File: config.mk
export PLATFORM = sky130hd
export DESIGN_NAME = breakpoint_watch_debug_unit_flat
export DESIGN_NICKNAME = d
export VERILOG_FILES = /design/src/rtl/core/bwd_pkg.sv /design/src/rtl/core/bwd_cmd_if.sv /design/src/rtl/core/bwd_res_if.sv /design/src/rtl/core/breakpoint_watch_debug_unit.sv /design/src/rtl/core/bwd_addr_table.sv /design/src/flat_wrapper.sv
export SDC_FILE = /design/constraint.sdc
export NUM_CORES = 1
export LEC_CHECK = 0
export BUFFER_PORTS_ARGS = -buffer_cell sky130_fd_sc_hd__buf_4
export CAP_MARGIN = 20
export CORE_MARGIN = 5
export CORE_UTILIZATION = 38
export DETAILED_ROUTE_END_ITERATION = 8
export PLACE_DENSITY = 0.66
export SLEW_MARGIN = 20
export SYNTH_ARGS = -nofsm -noshare
export SYNTH_HDL_FRONTEND = slang
export SYNTH_SLANG_ARGS = --single-unit
File: constraint.sdc
create_clock -name i_clk -period 3.2 [get_ports i_clk]
set_input_delay 0.16 -clock i_clk [delete_from_list [all_inputs] [get_ports i_clk]]
set_output_delay 0.16 -clock i_clk [all_outputs]
set_load 0.01 [all_outputs]
File: src/rtl/core/bwd_pkg.sv
// Shared types, codes and constants of the breakpoint/watch debug unit.
`timescale 1ns / 1ps

package bwd_pkg;

    localparam int CMD_W  = 3;
    localparam int ADDR_W = 16;
    localparam int KIND_W = 3;
    localparam int MODE_W = 2;

    localparam int BREAK_ENTRIES_DEF = 16;
    localparam int WATCH_ENTRIES_DEF = 16;
    localparam int ADDR_BITS_DEF     = 16;

    typedef enum logic [CMD_W-1:0] {
        CMD_FETCH     = 3'd0,
        CMD_ACCESS    = 3'd1,
        CMD_ADD_BREAK = 3'd2,
        CMD_ADD_WATCH = 3'd3,
        CMD_STEP_ON   = 3'd4,
        CMD_RESUME    = 3'd5,
        CMD_HALT      = 3'd6,
        CMD_RESET     = 3'd7
    } t_cmd;

    typedef enum logic [MODE_W-1:0] {
        MODE_RUN   = 2'd0,
        MODE_BREAK = 2'd1,
        MODE_HALT  = 2'd2
    } t_mode;

    typedef enum logic [KIND_W-1:0] {
        EV_NONE  = 3'd0,
        EV_BREAK = 3'd1,
        EV_WATCH = 3'd2,
        EV_STEP  = 3'd3,
        EV_EXIT  = 3'd4
    } t_event;

    // Status returned by an address table to the control logic.
    typedef struct packed {
        logic hit;
        logic full;
    } t_tab_status;

endpackage

File: src/rtl/core/bwd_cmd_if.sv
// Command channel interface: valid, ready and the command beat payload.
`timescale 1ns / 1ps

interface bwd_cmd_if;
    logic                        valid;
    logic                        ready;
    logic [bwd_pkg::CMD_W-1:0]   command;
    logic [bwd_pkg::ADDR_W-1:0]  address;

    modport source (output valid, command, address, input ready);
    modport sink   (input valid, command, address, output ready);
endinterface

File: src/rtl/core/bwd_res_if.sv
// Result channel interface: valid, ready and the event beat payload.
`timescale 1ns / 1ps

interface bwd_res_if;
    logic                        valid;
    logic                        ready;
    logic [bwd_pkg::KIND_W-1:0]  event_kind;
    logic [bwd_pkg::ADDR_W-1:0]  event_address;
    logic                        status;
    logic [bwd_pkg::MODE_W-1:0]  mode_now;

    modport source (output valid, event_kind, event_address, status, mode_now, input ready);
    modport sink   (input valid, event_kind, event_address, status, mode_now, output ready);
endinterface

File: src/rtl/core/breakpoint_watch_debug_unit.sv
// Top level of the breakpoint/watch debug unit: command register, decision logic, result register.
`timescale 1ns / 1ps

// Channel   Dir  Modport  Payload per beat
// i_cmd     in   sink     command[2:0], address[15:0]
// o_evt     out  source   event_kind[2:0], event_address[15:0], status, mode_now[1:0]
//
// One beat is taken per cycle while o_evt is not stalled, and every command beat yields exactly one result beat.
// A beat is captured in the command register, decided against the tables and the
// mode while it is held there, and is registered in the result register that drives o_evt.
// The decision uses the parallel comparators of the two tables, one compare per entry.
// Reset is synchronous: it empties both tables, selects run mode and clears stepping.
// A stall on o_evt holds the result register; the command register keeps taking a
// beat only while it is empty or moving on, so nothing is lost or doubled.

module breakpoint_watch_debug_unit #(
    parameter int BREAK_ENTRIES = bwd_pkg::BREAK_ENTRIES_DEF,
    parameter int WATCH_ENTRIES = bwd_pkg::WATCH_ENTRIES_DEF,
    parameter int ADDR_BITS     = bwd_pkg::ADDR_BITS_DEF
) (
    input  logic      i_clk,
    input  logic      i_rst_n,
    bwd_cmd_if.sink   i_cmd,
    bwd_res_if.source o_evt
);

    // Only the low ADDR_BITS bits of the 16-bit address field take part.
    localparam int KEEP_W = (ADDR_BITS < bwd_pkg::ADDR_W) ? ADDR_BITS : bwd_pkg::ADDR_W;

    // Command register.
    logic                  r_in_valid;
    bwd_pkg::t_cmd         r_in_cmd;
    logic [KEEP_W-1:0]     r_in_addr;

    // Debug state.
    bwd_pkg::t_mode        r_mode;
    bwd_pkg::t_mode        n_mode;
    logic                  r_step;
    logic                  n_step;

    // Result register.
    logic                          r_out_valid;
    bwd_pkg::t_event               r_out_kind;
    logic [bwd_pkg::ADDR_W-1:0]    r_out_addr;
    logic                          r_out_status;
    bwd_pkg::t_mode                r_out_mode;

    // Decision outputs.
    bwd_pkg::t_event               n_kind;
    logic [bwd_pkg::ADDR_W-1:0]    n_ev_addr;
    logic                          n_status;
    logic                          bp_add;
    logic                          wt_add;

    bwd_pkg::t_tab_status          bp_stat;
    bwd_pkg::t_tab_status          wt_stat;

    logic                          advance;
    logic                          fire;

    // The result register moves on when it is empty or its beat is taken.
    assign advance     = !r_out_valid || o_evt.ready;
    assign fire        = r_in_valid && advance;
    assign i_cmd.ready = !r_in_valid || advance;

    always_ff @(posedge i_clk) begin
        if (!i_rst_n) begin
            r_in_valid <= 1'b0;
        end else if (i_cmd.ready) begin
            r_in_valid <= i_cmd.valid;
        end
    end

    always_ff @(posedge i_clk) begin
        if (i_cmd.valid && i_cmd.ready) begin
            r_in_cmd  <= bwd_pkg::t_cmd'(i_cmd.command);
            r_in_addr <= i_cmd.address[KEEP_W-1:0];
        end
    end

    bwd_addr_table #(
        .ENTRIES (BREAK_ENTRIES),
        .WIDTH   (KEEP_W)
    ) u_break_tab (
        .i_clk   (i_clk),
        .i_rst_n (i_rst_n),
        .i_add   (bp_add),
        .i_addr  (r_in_addr),
        .o_stat  (bp_stat)
    );

    bwd_addr_table #(
        .ENTRIES (WATCH_ENTRIES),
        .WIDTH   (KEEP_W)
    ) u_watch_tab (
        .i_clk   (i_clk),
        .i_rst_n (i_rst_n),
        .i_add   (wt_add),
        .i_addr  (r_in_addr),
        .o_stat  (wt_stat)
    );

    // Mode and step flag only change when the beat in the command register is decided.
    always_ff @(posedge i_clk) begin
        if (!i_rst_n) begin
            r_mode <= bwd_pkg::MODE_RUN;
            r_step <= 1'b0;
        end else if (fire) begin
            r_mode <= n_mode;
            r_step <= n_step;
        end
    end

    // Next mode and the result of the beat held in the command register.
    always_comb begin
        n_mode    = r_mode;
        n_step    = r_step;
        n_kind    = bwd_pkg::EV_NONE;
        n_ev_addr = '0;
        n_status  = 1'b0;
        bp_add    = 1'b0;
        wt_add    = 1'b0;
        case (r_in_cmd)
            bwd_pkg::CMD_FETCH: begin
                case (r_mode)
                    bwd_pkg::MODE_HALT: begin
                        n_kind    = bwd_pkg::EV_EXIT;
                        n_ev_addr = bwd_pkg::ADDR_W'(r_in_addr);
                    end
                    bwd_pkg::MODE_BREAK: begin
                        if (r_step) begin
                            n_kind    = bwd_pkg::EV_STEP;
                            n_ev_addr = bwd_pkg::ADDR_W'(r_in_addr);
                        end else begin
                            n_mode = bwd_pkg::MODE_RUN;
                        end
                    end
                    bwd_pkg::MODE_RUN: begin
                        if (bp_stat.hit) begin
                            n_mode    = bwd_pkg::MODE_BREAK;
                            n_kind    = bwd_pkg::EV_BREAK;
                            n_ev_addr = bwd_pkg::ADDR_W'(r_in_addr);
                        end
                    end
                    default: begin
                        n_mode = r_mode;
                    end
                endcase
            end
            bwd_pkg::CMD_ACCESS: begin
                // A watched access breaks from any mode, halt included.
                if (wt_stat.hit) begin
                    n_mode    = bwd_pkg::MODE_BREAK;
                    n_kind    = bwd_pkg::EV_WATCH;
                    n_ev_addr = bwd_pkg::ADDR_W'(r_in_addr);
                end
            end
            bwd_pkg::CMD_ADD_BREAK: begin
                bp_add   = fire;
                n_status = bp_stat.full;
            end
            bwd_pkg::CMD_ADD_WATCH: begin
                wt_add   = fire;
                n_status = wt_stat.full;
            end
            bwd_pkg::CMD_STEP_ON: begin
                n_step = 1'b1;
            end
            bwd_pkg::CMD_RESUME: begin
                n_step = 1'b0;
                n_mode = bwd_pkg::MODE_RUN;
            end
            bwd_pkg::CMD_HALT: begin
                n_mode = bwd_pkg::MODE_HALT;
            end
            bwd_pkg::CMD_RESET: begin
                // Only the mode returns to run; stepping and tables stay.
                n_mode = bwd_pkg::MODE_RUN;
            end
            default: begin
                n_mode = r_mode;
            end
        endcase
    end

    always_ff @(posedge i_clk) begin
        if (!i_rst_n) begin
            r_out_valid <= 1'b0;
        end else if (advance) begin
            r_out_valid <= r_in_valid;
        end
    end

    always_ff @(posedge i_clk) begin
        if (fire) begin
            r_out_kind   <= n_kind;
            r_out_addr   <= n_ev_addr;
            r_out_status <= n_status;
            r_out_mode   <= n_mode;
        end
    end

    assign o_evt.valid         = r_out_valid;
    assign o_evt.event_kind    = r_out_kind;
    assign o_evt.event_address = r_out_addr;
    assign o_evt.status        = r_out_status;
    assign o_evt.mode_now      = r_out_mode;

    // A beat without an event carries a zero address.
    a_none_zero_addr: assert property (@(posedge i_clk) disable iff (!i_rst_n)
        (r_out_valid && (r_out_kind == bwd_pkg::EV_NONE)) |-> (r_out_addr == '0))
        else $error("event address set on a result without an event");

    // A full-table report never comes with an event.
    a_full_no_event: assert property (@(posedge i_clk) disable iff (!i_rst_n)
        (r_out_valid && r_out_status) |-> (r_out_kind == bwd_pkg::EV_NONE))
        else $error("table full reported together with an event");

    // Breakpoint and watch hits leave the unit in break mode.
    a_hit_breaks: assert property (@(posedge i_clk) disable iff (!i_rst_n)
        (r_out_valid && ((r_out_kind == bwd_pkg::EV_BREAK) ||
                         (r_out_kind == bwd_pkg::EV_WATCH)))
        |-> (r_out_mode == bwd_pkg::MODE_BREAK))
        else $error("hit reported without entering break mode");

    // Exit is only reported while halted.
    a_exit_halted: assert property (@(posedge i_clk) disable iff (!i_rst_n)
        (r_out_valid && (r_out_kind == bwd_pkg::EV_EXIT))
        |-> (r_out_mode == bwd_pkg::MODE_HALT))
        else $error("exit reported outside halt mode");

    // The mode register moves only when a beat is decided.
    a_mode_only_on_fire: assert property (@(posedge i_clk) disable iff (!i_rst_n)
        !fire |=> $stable(r_mode))
        else $error("debug mode changed without a decided beat");

endmodule

File: src/rtl/core/bwd_addr_table.sv
// Bounded address table with fill count and parallel match against all filled entries.
`timescale 1ns / 1ps

module bwd_addr_table #(
    parameter int ENTRIES = bwd_pkg::BREAK_ENTRIES_DEF,
    parameter int WIDTH   = bwd_pkg::ADDR_BITS_DEF
) (
    input  logic                 i_clk,
    input  logic                 i_rst_n,
    input  logic                 i_add,
    input  logic [WIDTH-1:0]     i_addr,
    output bwd_pkg::t_tab_status o_stat
);

    localparam int CNT_W = $clog2(ENTRIES + 1);
    localparam int IDX_W = (ENTRIES > 1) ? $clog2(ENTRIES) : 1;

    logic [WIDTH-1:0] r_entry [ENTRIES];
    logic [CNT_W-1:0] r_count;
    logic             full;
    logic             hit;

    assign full = (r_count == CNT_W'(ENTRIES));

    // Only entries below the fill count take part, so unwritten ones are never seen.
    always_comb begin
        hit = 1'b0;
        for (int i = 0; i < ENTRIES; i++) begin
            if ((CNT_W'(i) < r_count) && (r_entry[i] == i_addr)) begin
                hit = 1'b1;
            end
        end
    end

    always_ff @(posedge i_clk) begin
        if (!i_rst_n) begin
            r_count <= '0;
        end else if (i_add && !full) begin
            r_count <= r_count + CNT_W'(1);
        end
    end

    always_ff @(posedge i_clk) begin
        if (i_add && !full) begin
            r_entry[r_count[IDX_W-1:0]] <= i_addr;
        end
    end

    assign o_stat.hit  = hit;
    assign o_stat.full = full;

endmodule

File: src/flat_wrapper.sv
// flat-port wrapper written by rule: the top's interface ports become plain ports
module breakpoint_watch_debug_unit_flat 
#(
    parameter int BREAK_ENTRIES = bwd_pkg::BREAK_ENTRIES_DEF,
    parameter int WATCH_ENTRIES = bwd_pkg::WATCH_ENTRIES_DEF,
    parameter int ADDR_BITS     = bwd_pkg::ADDR_BITS_DEF
)
  (i_clk, i_rst_n, i_cmd_valid, i_cmd_command, i_cmd_address, i_cmd_ready, o_evt_valid, o_evt_event_kind, o_evt_event_address, o_evt_status, o_evt_mode_now, o_evt_ready);
  bwd_cmd_if i_cmd_i ();
  bwd_res_if o_evt_i ();
  input  logic i_clk;
  input  logic i_rst_n;
  input wire logic [$bits(i_cmd_i.valid)-1:0] i_cmd_valid;
  input wire logic [$bits(i_cmd_i.command)-1:0] i_cmd_command;
  input wire logic [$bits(i_cmd_i.address)-1:0] i_cmd_address;
  output wire logic [$bits(i_cmd_i.ready)-1:0] i_cmd_ready;
  output wire logic [$bits(o_evt_i.valid)-1:0] o_evt_valid;
  output wire logic [$bits(o_evt_i.event_kind)-1:0] o_evt_event_kind;
  output wire logic [$bits(o_evt_i.event_address)-1:0] o_evt_event_address;
  output wire logic [$bits(o_evt_i.status)-1:0] o_evt_status;
  output wire logic [$bits(o_evt_i.mode_now)-1:0] o_evt_mode_now;
  input wire logic [$bits(o_evt_i.ready)-1:0] o_evt_ready;
  assign i_cmd_i.valid = i_cmd_valid;
  assign i_cmd_i.command = i_cmd_command;
  assign i_cmd_i.address = i_cmd_address;
  assign i_cmd_ready = i_cmd_i.ready;
  assign o_evt_valid = o_evt_i.valid;
  assign o_evt_event_kind = o_evt_i.event_kind;
  assign o_evt_event_address = o_evt_i.event_address;
  assign o_evt_status = o_evt_i.status;
  assign o_evt_mode_now = o_evt_i.mode_now;
  assign o_evt_i.ready = o_evt_ready;
  breakpoint_watch_debug_unit #(.BREAK_ENTRIES(BREAK_ENTRIES), .WATCH_ENTRIES(WATCH_ENTRIES), .ADDR_BITS(ADDR_BITS)) u_core (.i_clk(i_clk), .i_rst_n(i_rst_n), .i_cmd(i_cmd_i), .o_evt(o_evt_i));
endmodule
==> out/metrics.cfg, run 1 <==
[cts]
cts_tree = built
cts_sinks = 568
cts.path.max_buffers = 3
clk_latency_ps = 640
root_buffer = clkbuf_16
htreeDepth = 2
clkTransAtPathRegs_ps = 60
numCtsBuffers = 59

[global_route]
grtUsageTotal_pct = 15.0
globalRouteOverflowTotal = 0
grt_pass1_wl_um = 82000
antenna_found_initial = 0
grt_max_degree = 42
grt_pass1_vias = 13427

[layout]
final_common_cell = edfxtp_1
fin_area_um2 = 28800
fillCellCount = 5484
final_nets = 1771
drive_gt1_share_pct = 16.3
fin_util_pct = 44.8
area_growth_pct = 17.6
final_cells = 2641
multi_input_area_um2 = 6950
insertedDiodeCount = 0
regArea_um2 = 16900
final_cell_mix = edfxtp_1, xor2_1, xnor2_1

[sta]
fmax_mhz = 322
rsz0062_at_grt = false
fin_crit_ps = 3110
finalSetupViolCount = 0
relSlewSlack_pct = 37.4
fin_skew_ps = 34.4
drv_slew = 0
hold_viol_final = 0
worst_pin_slew_ps = 939
fin_crit_sh_pct = 97.2
finalSetupTns_ps = 0

[detailed_routing]
ant_nets = 0
drc_errors = 0
via_per_inst = 4.96
drt_iter0_drc = 985
drtPass1Iterations = 5
wl_um = 53600
num_vias = 13110
routedWlPerCell_um = 20.3

[die]
initial_core_util_pct = 38.1
chipHeight_um = 264
die_x_um = 264
die_area_um2 = 69500
io_pins = 47
core_area_um2 = 64100
rows = 93

[critical_path]
critical_path_arrival_ps = 3610
start_kind = flip-flop
cp-end-kind = flip-flop
cp_data_required_time_ps = 3700
critical_path_class = flip-flop to flip-flop
cp_max_fo = 22

[placement]
gp_congestion = 0.809
placed_cells_incl_taps = 2509
dp_hpwl_um = 33100
dpl-instance-area_um2 = 26500
place.port_buffers = 46

[job]
maxCapViolCount = 0

[power]
pwr-share-seq_pct = 51.7
peakVddDrop_mv = 0.411
pwr-share-comb_pct = 5.7
powerDensity_nw_per_um2 = 554
cellLeakagePower_nw = 9.48
intPower_mw = 12.5
power.switching_mw = 3.42
clock_power_share_pct = 42.6
swShare_pct = 21.4

[hold_path]
hold_class = primary input to flip-flop

[logic_synthesis]
syn-num-nets = 1593
synthFlopType = edfxtp_1
synth_area_um2 = 24500
syn_inst = 1562
synth_area_per_cell_um2 = 15.7
synth.distinct_cells = 52
synth_seq_cells = 568
yosysSeqAreaShare_pct = 69.1
synthArstFlopShare_pct = 0
synth_edf_count = 553
yosys_warnings = 0

[outcome]
status = finished clean

## cell families (layout without fill, tap and decap cells)
family | Yosys count | in the layout | share of synthesized area, %
flip-flops | 568 | 568 | 69.1
multiplexers | 2 | 2 | 0.0819
AO/OA/AOI/OAI | 69 | 69 | 2.20
buffers and inverters | 84 | 308 | 2.72
XOR/XNOR | 520 | 520 | 18.6
AND/OR/NAND/NOR | 311 | 311 | 6.82
adder cells (fa/ha/maj) | 8 | 8 | 0.409
## layout make-up
type	count	share of cell area (%)
Timing Repair Buffer	193	6.54
Multi-Input combinational cell	910	24.2
Clock inverter	34	1.25
Inverter	8	0.104
Sequential cell	568	58.8
Clock buffer	73	5.42
Tap cell	855	3.72
## sequential cells by signal, indices dropped and copies added (netlist names)
signal / cells
u_core.u_watch_tab.r_count: 5
u_core.r_in_cmd: 3
u_core.o_evt.status: 1
u_core.r_in_addr: 16
u_core.o_evt.mode_now: 2
u_core.o_evt.event_address: 16
u_core.r_step: 1
u_core.u_watch_tab.r_entry: 256
u_core.o_evt.event_kind: 3
u_core.u_break_tab.r_count: 5
u_core.r_mode: 2
u_core.o_evt.valid: 1
u_core.u_break_tab.r_entry: 256
u_core.r_in_valid: 1
## through the flow
step	power (mW)	setup slack [ps]	hold WS [ps]
after CTS	16.1	40.4	242
after floorplan	8.92	102	259
after global placement	9.26	-96.7	338
final	15.9	91.1	269
after detailed placement	9.27	-184	340
after global routing	16.4	2.87	273
## path summary, 6_finish.rpt
kind	start	endpoint	slack, ps	cells past startpoint
worst max register to register	u_core.r_in_addr[6]	u_core.r_mode[1]	90	10
worst min-delay path	i_cmd_command[0]	u_core.r_in_cmd[0]	270	2
worst max-delay path	u_core.r_in_addr[6]	u_core.r_mode[1]	90	10
worst min register to register	u_core.r_in_valid	u_core.o_evt.valid	510	2
## synth_stat cells, types with 2 or more instances
| cell | instances | area [um^2] |
|---|---|---|
| xor2_1 | 366 | 3210 |
| nor4_1 | 95 | 594 |
| or3_1 | 2 | 12.5 |
| edfxtp_1 | 553 | 16600 |
| o32ai_1 | 2 | 17.5 |
| dfxtp_1 | 15 | 300 |
| nand3_1 | 25 | 125 |
| a31o_2 | 2 | 17.5 |
| nor3_1 | 32 | 160 |
| clkbuf_1 | 9 | 33.8 |
| mux2i_1 | 2 | 20.0 |
| a21oi_1 | 11 | 55.1 |
| nand2_1 | 41 | 154 |
| o21ai_0 | 12 | 60.1 |
| nor2_1 | 55 | 206 |
| inv_1 | 8 | 30.0 |
| a211oi_1 | 5 | 37.5 |
| a311oi_1 | 3 | 26.3 |
| buf_6 | 29 | 327 |
| xnor2_1 | 154 | 1350 |
| and2_1 | 2 | 12.5 |
| buf_2 | 7 | 35.0 |
| a41oi_1 | 2 | 17.5 |
| o31ai_1 | 2 | 15.0 |
| o22ai_1 | 4 | 25.0 |
| nand2b_1 | 9 | 56.3 |
| a21boi_2 | 9 | 101 |
| nor2b_1 | 2 | 12.5 |
| and3_1 | 2 | 12.5 |
| nand4_1 | 37 | 231 |
| buf_4 | 30 | 225 |
| ha_1 | 8 | 100 |
| nor4_2 | 2 | 25.0 |
| a21boi_0 | 7 | 52.6 |
## power by group through the flow
| stage | clock [mW] | combinational (mW) | sequential, mW |
|---|---|---|---|
| 2_1_floorplan | 0 | 0.496 | 8.43 |
| 3_3_place_gp | 0 | 0.871 | 8.38 |
| 3_5_place_dp | 0 | 0.883 | 8.39 |
| 4_1_cts | 6.92 | 0.913 | 8.23 |
| 5_1_grt | 7.25 | 0.973 | 8.23 |
| 6_report | 6.79 | 0.908 | 8.23 |
## routing by layer
layer  up-vias  GRT usage (%)  share of wire [%]
li1       6064              -                  -
met5         -              0                  0
met1      6650           20.9                 45
met3        84           2.24                4.4
met2       312           24.7                 48
met4         0           4.43                2.6
## what timing repair did
item	CTS	global route
endpoints found under the setup margin	18	15
hold endpoints to repair	22	0
pin swaps	1	3
resized for setup	0	8
hold buffers	23	0
setup buffers	1	1
## critical path, cell delays in order (launching register included)
cell      delay [ps]
edfxtp_1         460
buf_12           200
buf_4            210
xor2_1           170
nor4_1           620
nand4_1          160
o32ai_1          330
a311oi_1         100
a41oi_1          320
a211oi_1         120
a31o_2           270
Note: power is estimated with default switching activity, not from simulation.
==> run 2, diff against run 1 <==
CELL_PAD_IN_SITES_DETAIL_PLACEMENT = 0   (was default)
CELL_PAD_IN_SITES_GLOBAL_PLACEMENT = 2   (was default)
CORE_UTILIZATION = 42   (was 38)
PLACE_DENSITY = 0.86   (was 0.66)
==> run 2 against run 1 <==
Against the previous run:
- clock-buffer cell count is 4 lower
- maximum frequency is 4.0% higher
- combinational power is 3.1% lower
- clock skew is 5.5 ps lower
- via count is 0.72% lower
- cell count is 4.2% lower
- largest cell class unchanged
==> out/metrics.cfg, run 2 (synthesis results as in run 1) <==
[outcome]
status = finished clean  ; unchanged

[sta]
hold_viol_final = 0  ; unchanged
drv_slew = 0  ; unchanged
fin_crit_ps = 2990  ; was 3110 ps
fin_skew_ps = 28.9  ; was 34.4 ps
relSlewSlack_pct = 37.4  ; about the same
fmax_mhz = 334  ; was 322 MHz
finalSetupViolCount = 0  ; unchanged
worst_pin_slew_ps = 939  ; about the same
finalSetupTns_ps = 0  ; unchanged
rsz0062_at_grt = false  ; unchanged
fin_crit_sh_pct = 93.4  ; was 97.2%

[critical_path]
start_kind = flip-flop  ; unchanged
critical_path_class = flip-flop to flip-flop  ; unchanged
critical_path_arrival_ps = 3420  ; was 3610 ps
ff2ff_path_depth = 9  ; was 10
cp_data_required_time_ps = 3630  ; was 3700 ps
crit_end = u_core.o_evt.event_address[9]  ; was u_core.r_mode[1]
ff2ff_setup_slack_ps = 210  ; was 90 ps
timing.rr.end = u_core.o_evt.event_address[9]  ; was u_core.r_mode[1]
cp_max_fo = 29  ; was 22
r2r-start = u_core.r_in_addr[5]  ; was u_core.r_in_addr[6]
startpoint = u_core.r_in_addr[5]  ; was u_core.r_in_addr[6]
cp-end-kind = flip-flop  ; unchanged

[layout]
final_nets = 1751  ; was 1771
final_cell_mix = edfxtp_1, xor2_1, xnor2_1  ; unchanged
drive_gt1_share_pct = 14.7  ; was 16.3%
insertedDiodeCount = 0  ; unchanged
fillCellCount = 4793  ; was 5484
final_common_cell = edfxtp_1  ; unchanged
area_growth_pct = 16.1  ; was 17.6%

[global_route]
globalRouteOverflowTotal = 0  ; unchanged
grt_pass1_vias = 13003  ; was 13.4k
grtUsageTotal_pct = 16.5  ; was 15.0%
antenna_found_initial = 1  ; was 0
grt_pass1_wl_um = 80900  ; was 82000 um
grt_max_degree = 66  ; was 42

[detailed_routing]
drc_errors = 0  ; unchanged
routedWlPerCell_um = 21.0  ; was 20.3 um
drtPass1Iterations = 5  ; unchanged
drt_iter0_drc = 948  ; was 985
num_vias = 13015  ; was 13.1k
via_per_inst = 5.15  ; was 4.96
wl_um = 53200  ; was 53600 um
ant_nets = 0  ; unchanged

[cts]
clk_latency_ps = 610  ; was 640 ps
numCtsBuffers = 57  ; was 59
cts_tree = built  ; unchanged
htreeDepth = 2  ; unchanged
cts.path.max_buffers = 3  ; unchanged
clkTransAtPathRegs_ps = 60  ; about the same
cts_sinks = 568  ; unchanged
root_buffer = clkbuf_16  ; unchanged
cts_setup_buffers = 0  ; was 1

[placement]
dp_hpwl_um = 30900  ; was 33100 um
gp_congestion = 0.780  ; was 0.809
place.port_buffers = 46  ; unchanged

[die]
rows = 88  ; was 93
die_x_um = 251  ; was 264 um
initial_core_util_pct = 42.4  ; was 38.1%
core_area_um2 = 57700  ; was 64100 um^2
chipHeight_um = 251  ; was 264 um
io_pins = 47  ; unchanged
die_area_um2 = 63100  ; was 69500 um^2

[power]
cellLeakagePower_nw = 9.33  ; was 9.48 nW
powerDensity_nw_per_um2 = 543  ; was 554 nW/um^2
power_mw = 15.4  ; was 15.9 mW
peakVddDrop_mv = 0.420  ; was 0.411 mV

[hold_path]
hold_class = primary input to flip-flop  ; unchanged
hold_depth = 2  ; unchanged

[job]
maxCapViolCount = 0  ; unchanged

## run 2: through the flow
step / hold slack [ps] / instance area, um^2 / std cells / setup WS [ps] / util [%]
after floorplan: 259 / 24500 / 1562 / 102 / -
after global placement: 340 / 26400 / 2403 / 209 / 45.7
after detailed placement: 340 / 26400 / 2403 / 192 / 45.7
after CTS: 232 / 28400 / 2529 / 101 / 49.2
after global routing: 257 / 28400 / 2529 / 2.70 / 49.2
final: 280 / 28400 / 2529 / 210 / 49.2
## run 2: timing repair
item | in CTS | in global routing
hold endpoints to repair | 22 | 0
hold buffers | 23 | 0
gates resized for setup | 0 | 3
setup endpoints to repair | 0 | 1
## run 2: routing by layer
metal	track usage, %	vias to the layer above	part of all wire [%]
met5	0	-	0
met4	3.98	0	2.1
met3	2.80	92	4.9
met2	26.9	314	47
met1	23.4	6613	46
li1	-	5996	-
## run 2: worst min path at each step
stage | from | to | slack (ps)
floorplan | i_cmd_address[0] | u_core.r_in_addr[0] | 260
global placement | i_cmd_address[3] | u_core.r_in_addr[3] | 340
detailed placement | i_cmd_address[13] | u_core.r_in_addr[13] | 340
CTS | i_cmd_address[13] | u_core.r_in_addr[13] | 230
global route | i_cmd_address[2] | u_core.r_in_addr[2] | 260
finish | i_cmd_address[3] | u_core.r_in_addr[3] | 280
## run 2: worst max-delay path, cell delays in order, from the launching register on
cell and delay, ps:
edfxtp_1 390, buf_4 430, xor2_1 120, or4_1 540
nor4_2 350, nor4_1 170, a41oi_2 310, a31oi_4 60
buf_12 200, a21boi_0 190
## run 2: power by group
part / switching (mW) / internal (mW) / leakage [nW]
clock network: 2.71 / 3.60 / 0.876
logic: 0.540 / 0.340 / 3.34
registers: 0.0286 / 8.20 / 5.11
total: 3.28 / 12.1 / 9.33
## run 2: cell type report
class | count | area, um^2 | area share, %
clock inverter | 34 | 245 | 0.864
multi-input combinational | 910 | 6910 | 24.3
timing repair buffer | 175 | 1830 | 6.43
tap | 765 | 957 | 3.37
inverter | 8 | 30.0 | 0.106
clock buffer | 69 | 1520 | 5.36
sequential | 568 | 16900 | 59.5
==> run 3, diff against run 2 <==
CORE_MARGIN = 1   (was 5)
==> run 3 against run 2 <==
Against the previous run:
- critical path depth increased by 2
- combinational power rose by 1%
- flip-flop and latch count stayed put
- register-to-register slack worse by 60 ps
- die area down 6.3%
- first-iteration DRC count increased by 2.4%
- sequential power is essentially flat
- via count is 0.56% lower
- core utilization about the same
- worst hold slack got worse by 5.0 ps
==> out/metrics.cfg, run 3 (synthesis results as in run 1) <==
[global_route]
antenna_found_initial = 0  ; was 1
grt_pass1_wl_um = 79900  ; was 80900 um
globalRouteOverflowTotal = 0  ; unchanged
grt_max_degree = 66  ; unchanged
grtUsageTotal_pct = 17.8  ; was 16.5%
grt_pass1_vias = 13044  ; about the same

[layout]
area_growth_pct = 15.8  ; was 16.1%
final_nets = 1755  ; was 1751
insertedDiodeCount = 0  ; unchanged
fin_util_pct = 49.2  ; about the same
drive_gt1_share_pct = 14.5  ; was 14.7%
final_common_cell = edfxtp_1  ; unchanged
final_cells = 2535  ; was 2529
final_cell_mix = edfxtp_1, xor2_1, xnor2_1  ; unchanged

[detailed_routing]
via_per_inst = 5.11  ; was 5.15
drt_iter0_drc = 971  ; was 948
ant_nets = 0  ; unchanged
routedWlPerCell_um = 20.7  ; was 21.0 um
drtPass1Iterations = 5  ; unchanged
drc_errors = 0  ; unchanged
num_vias = 12942  ; was 13.0k
wl_um = 52500  ; was 53200 um

[power]
cellLeakagePower_nw = 9.31  ; was 9.33 nW
power.switching_mw = 3.25  ; was 3.28 mW
peakVddDrop_mv = 0.452  ; was 0.420 mV
pwr-share-seq_pct = 53.6  ; was 53.3%
intPower_mw = 12.1  ; about the same
powerDensity_nw_per_um2 = 542  ; was 543 nW/um^2
clock_power_share_pct = 40.6  ; was 40.9%
pwr-share-comb_pct = 5.8  ; was 5.7%
swShare_pct = 21.2  ; was 21.3%

[placement]
place.port_buffers = 46  ; unchanged
placed_cells_incl_taps = 2407  ; was 2403
gp_congestion = 0.791  ; was 0.780
dp_hpwl_um = 31200  ; was 30900 um

[cts]
cts_sinks = 568  ; unchanged
clkTransAtPathRegs_ps = 60  ; about the same
cts.path.max_buffers = 3  ; unchanged
htreeDepth = 2  ; unchanged
cts_tree = built  ; unchanged
root_buffer = clkbuf_16  ; unchanged
numCtsBuffers = 57  ; unchanged
clk_latency_ps = 610  ; about the same

[sta]
drv_slew = 0  ; unchanged
worst_pin_slew_ps = 988  ; was 939 ps
hold_viol_final = 0  ; unchanged
rsz0062_at_grt = false  ; unchanged
fin_skew_ps = 25.3  ; was 28.9 ps
relSlewSlack_pct = 34.1  ; was 37.4%
finalSetupTns_ps = 0  ; unchanged
fmax_mhz = 328  ; was 334 MHz
fin_crit_sh_pct = 95.3  ; was 93.4%
fin_crit_ps = 3050  ; was 2990 ps
finalSetupViolCount = 0  ; unchanged

[die]
initial_core_util_pct = 42.5  ; was 42.4%
rows = 88  ; unchanged
die_area_um2 = 59200  ; was 63100 um^2
io_pins = 47  ; unchanged
chipHeight_um = 243  ; was 251 um
die_x_um = 243  ; was 251 um
core_area_um2 = 57600  ; was 57700 um^2

[critical_path]
cp-end-kind = flip-flop  ; unchanged
cp_max_fo = 28  ; was 29
critical_path_class = flip-flop to flip-flop  ; unchanged
critical_path_arrival_ps = 3550  ; was 3420 ps
cp_data_required_time_ps = 3700  ; was 3630 ps
start_kind = flip-flop  ; unchanged

[hold_path]
hold_class = primary input to flip-flop  ; unchanged

[job]
maxCapViolCount = 0  ; unchanged

[outcome]
status = finished clean  ; unchanged

run 3: cell count changes in the layout (fill, tap and decap cells not counted), moves of 2 or more:
cell and change:
buf_12 -5, buf_4 +10, bufinv_16 -2, clkbuf_1 +12, clkinv_1 -5, clkinv_2 -7
run 3: cell type report:
| cell class | count | area, um^2 |
|---|---|---|
| fill | 4793 | 29300 |
| sequential | 568 | 16900 |
| multi-input combinational | 910 | 6910 |
| timing repair buffer | 179 | 1780 |
| clock buffer | 83 | 1610 |
| tap | 765 | 957 |
| clock inverter | 22 | 143 |
| inverter | 8 | 30.0 |
run 3: worst paths after layout:
check / start / endpoint / slack, ps / cells past startpoint
worst max-delay path: u_core.r_in_addr[5] / u_core.r_mode[1] / 150 / 11
worst min-delay path: i_cmd_address[5] / u_core.r_in_addr[5] / 280 / 2
worst max register to register: u_core.r_in_addr[5] / u_core.r_mode[1] / 150 / 11
worst min register to register: u_core.r_step / u_core.r_step / 530 / 2
run 3: worst max-delay path: stages, from the launching register on:
cell,delay [ps]
edfxtp_1,420
buf_12,210
buf_4,220
xor2_1,170
nor4_1,280
o21ai_0,190
nor4_1,350
nor4_1,150
buf_4,170
a41oi_1,360
a211oi_1,130
a31o_2,250
run 3: repair_timing:
action	4_1_cts	5_1_grt
gates resized for setup	0	2
setup endpoints to repair	0	6
hold buffers	23	0
hold endpoints to repair	22	0
setup buffers	0	0
run 3: routing by layer:
layer  vias to the layer above  wire [um]  share of wire [%]  global-route usage (%)
met5                         -          0                  0                       0
met4                         0        936                1.8                    4.09
met3                        72       2360                4.5                    3.00
met2                       268      25300                 48                    29.2
met1                      6591      23900                 46                    24.7
li1                       6011          -                  -                       -
run 3: power groups by stage:
stage / sequential, mW / combinational, mW / clock, mW
after detailed placement: 8.38 / 0.874 / 0
after global placement: 8.38 / 0.858 / 0
final: 8.23 / 0.891 / 6.24
after global routing: 8.22 / 0.962 / 6.64
after CTS: 8.22 / 0.901 / 6.38
after floorplan: 8.43 / 0.496 / 0
run 3: metrics by stage:
| step | worst slack, ps | hold WS (ps) | cell area [um^2] | power, mW |
|---|---|---|---|---|
| after global routing | 21.2 | 258 | 28300 | 15.8 |
| final | 152 | 275 | 28300 | 15.4 |
| after global placement | 158 | 339 | 26300 | 9.24 |
| after CTS | 120 | 236 | 28300 | 15.5 |
| after detailed placement | 140 | 340 | 26300 | 9.26 |
| after floorplan | 102 | 259 | 24500 | 8.92 |
